### config.mk
export PLATFORM = sky130hd
export DESIGN_NAME = sfa_ctrl
export DESIGN_NICKNAME = d
export VERILOG_FILES = /design/src/rtl/sfa_pkg.sv /design/src/rtl/sfa_ctrl.sv
export SDC_FILE = /design/constraint.sdc
export NUM_CORES = 1
export LEC_CHECK = 0
export BUFFER_PORTS_ARGS = -buffer_cell sky130_fd_sc_hd__buf_2
export CORE_MARGIN = 2
export CORE_UTILIZATION = 43
export DETAILED_ROUTE_END_ITERATION = 12
export GPL_TIMING_DRIVEN = 0
export SLEW_MARGIN = 20
export SYNTH_ARGS = -nofsm -noshare
export SYNTH_HDL_FRONTEND = slang
export SYNTH_SLANG_ARGS = --single-unit
### constraint.sdc
create_clock -name clk_i -period 2.05 [get_ports clk_i]
set_input_delay 0.1025 -clock clk_i [delete_from_list [all_inputs] [get_ports clk_i]]
set_output_delay 0.1025 -clock clk_i [all_outputs]
set_load 0.1 [all_outputs]
### src/rtl/sfa_pkg.sv
package sfa_pkg;

  // Command codes carried on the command field.
  typedef enum logic [2:0] {
    CMD_ADD = 3'd0,
    CMD_SUB = 3'd1,
    CMD_MUL = 3'd2,
    CMD_SQR = 3'd3,
    CMD_INV = 3'd4
  } cmd_e;

  // Datapath operations issued by the controller.
  typedef enum logic [4:0] {
    OP_IDLE     = 5'd0,
    OP_LOAD     = 5'd1,
    OP_ADD      = 5'd2,
    OP_SUB      = 5'd3,
    OP_ZERO     = 5'd4,
    OP_FIXC     = 5'd5,
    OP_FIXP     = 5'd6,
    OP_CSUB     = 5'd7,
    OP_MSEL     = 5'd8,
    OP_PROD     = 5'd9,
    OP_FLUSH    = 5'd10,
    OP_FOLD     = 5'd11,
    OP_F2MUL    = 5'd12,
    OP_F2ADD    = 5'd13,
    OP_ST_ACC   = 5'd14,
    OP_ST_BASE  = 5'd15,
    OP_INV_RES  = 5'd16,
    OP_OUT      = 5'd17
  } op_e;

  // Operand pair loaded into the multiplier registers.
  typedef enum logic [1:0] {
    MSEL_A_B       = 2'd0,
    MSEL_A_A       = 2'd1,
    MSEL_ACC_BASE  = 2'd2,
    MSEL_BASE_BASE = 2'd3
  } msel_e;

  // Command bundle from the controller to the datapath.
  typedef struct packed {
    op_e         op;
    msel_e       msel;
    logic [2:0]  mul_i;
    logic [2:0]  mul_j;
    logic        col_last;
    logic        fold_low;
    logic        fold_sh;
  } dp_cmd_t;

  localparam logic [255:0] PRIME =
    256'hFFFFFFFFFFFFFFFF_FFFFFFFFFFFFFFFF_FFFFFFFFFFFFFFFF_FFFFFFFEFFFFFC2F;
  localparam logic [255:0] INV_EXP =
    256'hFFFFFFFFFFFFFFFF_FFFFFFFFFFFFFFFF_FFFFFFFFFFFFFFFF_FFFFFFFEFFFFFC2D;
  // 2^256 mod p.
  localparam logic [255:0] FOLD_C = 256'h1000003D1;
  // Low part of the fold constant, 2^256 mod p minus 2^32.
  localparam logic [31:0]  FOLD_LO = 32'd977;
  localparam logic [9:0]   FOLD_LO_N = 10'd977;

endpackage

### src/rtl/sfa_ctrl.sv
module sfa_ctrl (
  input  logic              clk_i,
  input  logic              rst_ni,
  input  logic              in_valid_i,
  input  logic [2:0]        command_i,
  input  logic              out_stall_i,
  output logic              in_stall_o,
  output logic              out_valid_o,
  output sfa_pkg::dp_cmd_t  ctl_o
);
  import sfa_pkg::*;

  typedef enum logic [15:0] {
    S_IDLE  = 16'h0001,
    S_ARITH = 16'h0002,
    S_FIXC  = 16'h0004,
    S_FIXP  = 16'h0008,
    S_CSUB  = 16'h0010,
    S_INV   = 16'h0020,
    S_MSEL  = 16'h0040,
    S_PROD  = 16'h0080,
    S_PWAIT = 16'h0100,
    S_FLUSH = 16'h0200,
    S_FOLD  = 16'h0400,
    S_FWAIT = 16'h0800,
    S_F2MUL = 16'h1000,
    S_F2ADD = 16'h2000,
    S_STORE = 16'h4000,
    S_OUT   = 16'h8000
  } state_e;

  state_e      state_q, state_d;
  logic [2:0]  cmd_q, cmd_d;
  logic [3:0]  k_q, k_d, k1;
  logic [2:0]  i_q, i_d, i_hi;
  logic [3:0]  step_q, step_d;
  logic [8:0]  n_q, n_d;
  logic        phase_q, phase_d;
  logic        out_valid_q, out_valid_d;

  // Column bounds of the product scan.
  assign i_hi = (k_q > 4'd7) ? 3'd7 : k_q[2:0];
  assign k1   = k_q + 4'd1;

  always_comb begin
    state_d     = state_q;
    cmd_d       = cmd_q;
    k_d         = k_q;
    i_d         = i_q;
    step_d      = step_q;
    n_d         = n_q;
    phase_d     = phase_q;
    out_valid_d = out_valid_q && out_stall_i;
    ctl_o       = '0;
    ctl_o.op    = OP_IDLE;
    ctl_o.mul_i = i_q;
    ctl_o.mul_j = 3'(k_q - 4'(i_q));
    case (state_q)
      S_IDLE: begin
        if (in_valid_i) begin
          ctl_o.op = OP_LOAD;
          cmd_d    = command_i;
          n_d      = 9'd0;
          phase_d  = 1'b1;
          if ((command_i == CMD_MUL) || (command_i == CMD_SQR)) begin
            state_d = S_MSEL;
          end else if (command_i == CMD_INV) begin
            state_d = S_INV;
          end else begin
            state_d = S_ARITH;
          end
        end
      end
      S_ARITH: begin
        if (cmd_q == CMD_ADD) begin
          ctl_o.op = OP_ADD;
          state_d  = S_FIXC;
        end else if (cmd_q == CMD_SUB) begin
          ctl_o.op = OP_SUB;
          state_d  = S_FIXP;
        end else begin
          ctl_o.op = OP_ZERO;
          state_d  = S_OUT;
        end
      end
      S_FIXC: begin
        ctl_o.op = OP_FIXC;
        state_d  = S_CSUB;
      end
      S_FIXP: begin
        ctl_o.op = OP_FIXP;
        state_d  = S_OUT;
      end
      S_CSUB: begin
        ctl_o.op = OP_CSUB;
        state_d  = (cmd_q == CMD_INV) ? S_STORE : S_OUT;
      end
      // Exponent scan, least significant bit first.
      S_INV: begin
        if (n_q[8]) begin
          ctl_o.op = OP_INV_RES;
          state_d  = S_OUT;
        end else if (phase_q && !INV_EXP[n_q[7:0]]) begin
          phase_d = 1'b0;
        end else begin
          state_d = S_MSEL;
        end
      end
      S_MSEL: begin
        ctl_o.op = OP_MSEL;
        if (cmd_q == CMD_MUL) begin
          ctl_o.msel = MSEL_A_B;
        end else if (cmd_q == CMD_SQR) begin
          ctl_o.msel = MSEL_A_A;
        end else begin
          ctl_o.msel = phase_q ? MSEL_ACC_BASE : MSEL_BASE_BASE;
        end
        k_d     = 4'd0;
        i_d     = 3'd0;
        state_d = S_PROD;
      end
      // One limb product per cycle, column by column.
      S_PROD: begin
        ctl_o.op       = OP_PROD;
        ctl_o.col_last = (i_q == i_hi);
        if (i_q == i_hi) begin
          if (k_q == 4'd14) begin
            state_d = S_PWAIT;
          end else begin
            k_d = k1;
            i_d = (k1 > 4'd7) ? 3'(k1 - 4'd7) : 3'd0;
          end
        end else begin
          i_d = i_q + 3'd1;
        end
      end
      S_PWAIT: begin
        state_d = S_FLUSH;
      end
      S_FLUSH: begin
        ctl_o.op = OP_FLUSH;
        step_d   = 4'd0;
        state_d  = S_FOLD;
      end
      S_FOLD: begin
        ctl_o.op       = OP_FOLD;
        ctl_o.fold_low = (step_q != 4'd8);
        ctl_o.fold_sh  = (step_q != 4'd0);
        if (step_q == 4'd8) begin
          state_d = S_FWAIT;
        end else begin
          step_d = step_q + 4'd1;
        end
      end
      S_FWAIT: begin
        state_d = S_F2MUL;
      end
      S_F2MUL: begin
        ctl_o.op = OP_F2MUL;
        state_d  = S_F2ADD;
      end
      S_F2ADD: begin
        ctl_o.op = OP_F2ADD;
        state_d  = S_FIXC;
      end
      S_STORE: begin
        if (phase_q) begin
          ctl_o.op = OP_ST_ACC;
          phase_d  = 1'b0;
        end else begin
          ctl_o.op = OP_ST_BASE;
          phase_d  = 1'b1;
          n_d      = n_q + 9'd1;
        end
        state_d = S_INV;
      end
      S_OUT: begin
        if (!out_valid_q || !out_stall_i) begin
          ctl_o.op    = OP_OUT;
          out_valid_d = 1'b1;
          state_d     = S_IDLE;
        end
      end
      default: begin
        state_d = S_IDLE;
      end
    endcase
  end

  always_ff @(posedge clk_i or negedge rst_ni) begin
    if (!rst_ni) begin
      state_q     <= S_IDLE;
      cmd_q       <= 3'd0;
      k_q         <= 4'd0;
      i_q         <= 3'd0;
      step_q      <= 4'd0;
      n_q         <= 9'd0;
      phase_q     <= 1'b0;
      out_valid_q <= 1'b0;
    end else begin
      state_q     <= state_d;
      cmd_q       <= cmd_d;
      k_q         <= k_d;
      i_q         <= i_d;
      step_q      <= step_d;
      n_q         <= n_d;
      phase_q     <= phase_d;
      out_valid_q <= out_valid_d;
    end
  end

  assign in_stall_o  = (state_q != S_IDLE);
  assign out_valid_o = out_valid_q;

endmodule

==> flow_summary.json <==
{
  "synth_edf_count": 0,
  "fin_nets": 420,
  "fin_skew_ps": 11.0,
  "critPathArrivalTime_ps": 2460,
  "synth_flop_cell": "dfrtp_1",
  "drtIter0Drc": 253,
  "netlist_area_mm2": 0.00282,
  "yosysTopAreaCell": "dfrtp_1",
  "min_delay_path_depth": 2,
  "hold_viol": 0,
  "grt_pass1_wl_mm": 14.9,
  "area_delta_synth_final_pct": 66.5,
  "muxShareOfSynthArea_pct": 3.11,
  "num_vias": 3044,
  "synth-xor-area-share_pct": 4.66,
  "antenna_cells": 0,
  "row_count": 29,
  "maxSlewViolCount": 0,
  "violations": "setup timing",
  "grt_max_degree": 42,
  "htreeDepth": 2,
  "crit_required_ps": 1950,
  "max_slew_margin_pct": 34.5,
  "post-route-period-util_pct": 125,
  "worst_slew_pin_slew_ps": 983,
  "die_x_um": 84.9,
  "status": "complete, but fails checks",
  "timing.hold.ws_ps": 40.7,
  "yosysUniqueCellTypes": 65,
  "antenna_found_initial": 0,
  "tritoncts": "yes",
  "synth-simple-area-share_pct": 32.4,
  "nFillCells": 410,
  "die_area_mm2": 0.00721,
  "cts_buffer_depth": 2,
  "yosys.area.top_type_share_pct": 35.5,
  "drive_gt1_share_pct": 57.7,
  "cts_num_sinks": 41,
  "die_h_um": 84.9,
  "yosys-top-cells-area": "dfrtp_1 36%, ha_1 4.0%, xor2_1 3.7%",
  "initial_utilization_pct": 44.4,
  "setup.worst_path.class": "flip-flop to primary output",
  "grt_pass1_vias": 2929,
  "hold_path.class": "primary input to flip-flop",
  "power.leakage_nw": 2.01,
  "yosysWarnings": 0,
  "grt.total_usage_pct": 26.4,
  "worstPathMaxFanout": 7,
  "rsz0062_at_grt": "yes",
  "ys_ff_latch": 41,
  "place_congestion": 0.843,
  "total_power_w": 0.00540,
  "ys_seq_area_share_pct": 36.5,
  "avgSynthCellArea_um2": 9.42,
  "root_buffer": "clkbuf_8",
  "async_flop_share_pct": 100,
  "worst_slack_ps": -513,
  "synth_top_family_by_area": "simple AND/OR/NAND/NOR gates",
  "synth_compound_area_share_pct": 13.8,
  "drv_cap": 0,
  "coreArea_mm2": 0.00635,
  "start_kind": "flip-flop",
  "drc": 0,
  "fmax_ghz": 0.390,
  "setup_viol": 43,
  "final.min_clock_period_ps": 2560,
  "synth_nets": 316,
  "post_drt_wl_per_cell_um": 20.7,
  "numPortBuffers": 24,
  "power_per_cell_area_mw_per_mm2": 1150,
  "drtAntennaViolNets": 0,
  "cts-buffers-inserted": 5,
  "drtPass1Iterations": 5,
  "vdd_drop_max_v": 0.000715,
  "yosys.area_share.adder_pct": 4.71,
  "dp_hpwl_mm": 5.27,
  "synthCells": 299,
  "reg2reg_depth": 7,
  "vias_per_cell": 6.33,
  "clk_latency_ps": 310,
  "overflow": 0,
  "routed_wl_mm": 9.96,
  "cts.clk_slew.worst_paths_ps": 90,
  "io_pins": 25,
  "crit_path_end_kind": "primary output"
}
path summary, 6_finish.rpt:
path / start / slack [ps] / endpoint
max reg2reg: state_q[9] / -420 / n_q[7]
min reg2reg: step_q[0] / 570 / step_q[0]
max: state_q[2] / -510 / ctl_o[10]
min: in_valid_i / 40 / state_q[0]
min in group asynchronous: rst_ni / 470 / state_q[13]
max in group asynchronous: rst_ni / 830 / i_q[0]
layer usage:
| metal | wire (µm) | share of wire, % | global-route usage, % |
|---|---|---|---|
| met1 | 3950 | 40 | 33.8 |
| met2 | 4980 | 50 | 44.3 |
| met3 | 603 | 6.1 | 5.16 |
| met4 | 422 | 4.2 | 10.2 |
| met5 | 0 | 0 | 0 |
flip-flops by register name (all words and copies together) (netlist names):
register     cells
i_q              3
step_q           4
out_valid_o      1
phase_q          1
n_q              9
state_q         16
k_q              4
cmd_q            3
cell usage after synthesis (all sizes together) (8+ instances only):
cell,number
buf,9
dfrtp,40
ha,9
inv,16
nand2,19
nand3,19
nand4,10
nor2,20
nor3,8
nor4,10
nor4b,11
o21ai,11
xor2,12
repair_timing:
item	4_1_cts	5_1_grt
hold buffers	1	0
cloned	2	0
hold endpoints to repair	27	0
endpoints found under the setup margin	43	44
resized for setup	135	63
setup buffers	97	27
pin swaps	36	36
cell type report:
type                       instances  area, µm²  share of cell area (%)
multi-input combinational        228       2260                    48.2
sequential                        41       1050                    22.5
timing repair buffer             105       1050                    22.3
tap                               77       96.3                    2.05
clock buffer                       7       86.3                    1.84
inverter                          16       60.1                    1.28
buffer                             6       55.1                    1.17
clock inverter                     1       30.0                   0.640
report_power, final:
part / leakage (nW) / internal (W) / switching, W / total (W)
combinational: 1.43 / 0.00159 / 0.00201 / 0.00361
clock: 0.0585 / 0.000398 / 0.000311 / 0.000708
sequential: 0.526 / 0.000914 / 0.000170 / 0.00108
cells by family after synthesis:
kind of cell / Yosys count
and+or+nand+nor: 142
buffers and inverters: 30
adders and majority gates: 10
AOI/OAI and AO/OA: 53
xor gates and xnor gates: 15
muxes: 8
DFF: 41
stage by stage:
stage	util (%)	setup TNS, ps	cell area, µm²	setup WS [ps]	cells
finish	73.9	-11500	4690	-513	481
global route	73.9	-13340	4690	-555	481
CTS	68.3	-10560	4340	-472	466
detailed placement	50.3	-15350	3190	-755	400
global placement	50.3	-14930	3190	-735	400
floorplan	-	-8610	2980	-718	299
critical path: stages, from the launching register on:
cell and delay (ps):
dfrtp_2 490, or4_4 620, nor3_4 200, nand4b_1 210
buf_6 190, buf_12 120, a21oi_4 130, buf_12 190
layout by cell type (no fill, tap or decap), types with 8 or more instances in the layout:
| master | synthesis | routed |
|---|---|---|
| nor2_1 | 20 | 14 |
| ha_1 | 9 | 9 |
| buf_12 | 0 | 15 |
| dfrtp_2 | 0 | 16 |
| nor4_4 | 1 | 8 |
| buf_6 | 2 | 22 |
| nand2_1 | 19 | 13 |
| dfrtp_1 | 40 | 22 |
| xor2_1 | 12 | 11 |
| buf_2 | 7 | 11 |
| buf_4 | 0 | 55 |
| inv_1 | 16 | 15 |
| nand4_1 | 10 | 10 |
No activity file was read; power rests on OpenSTA's default activity.
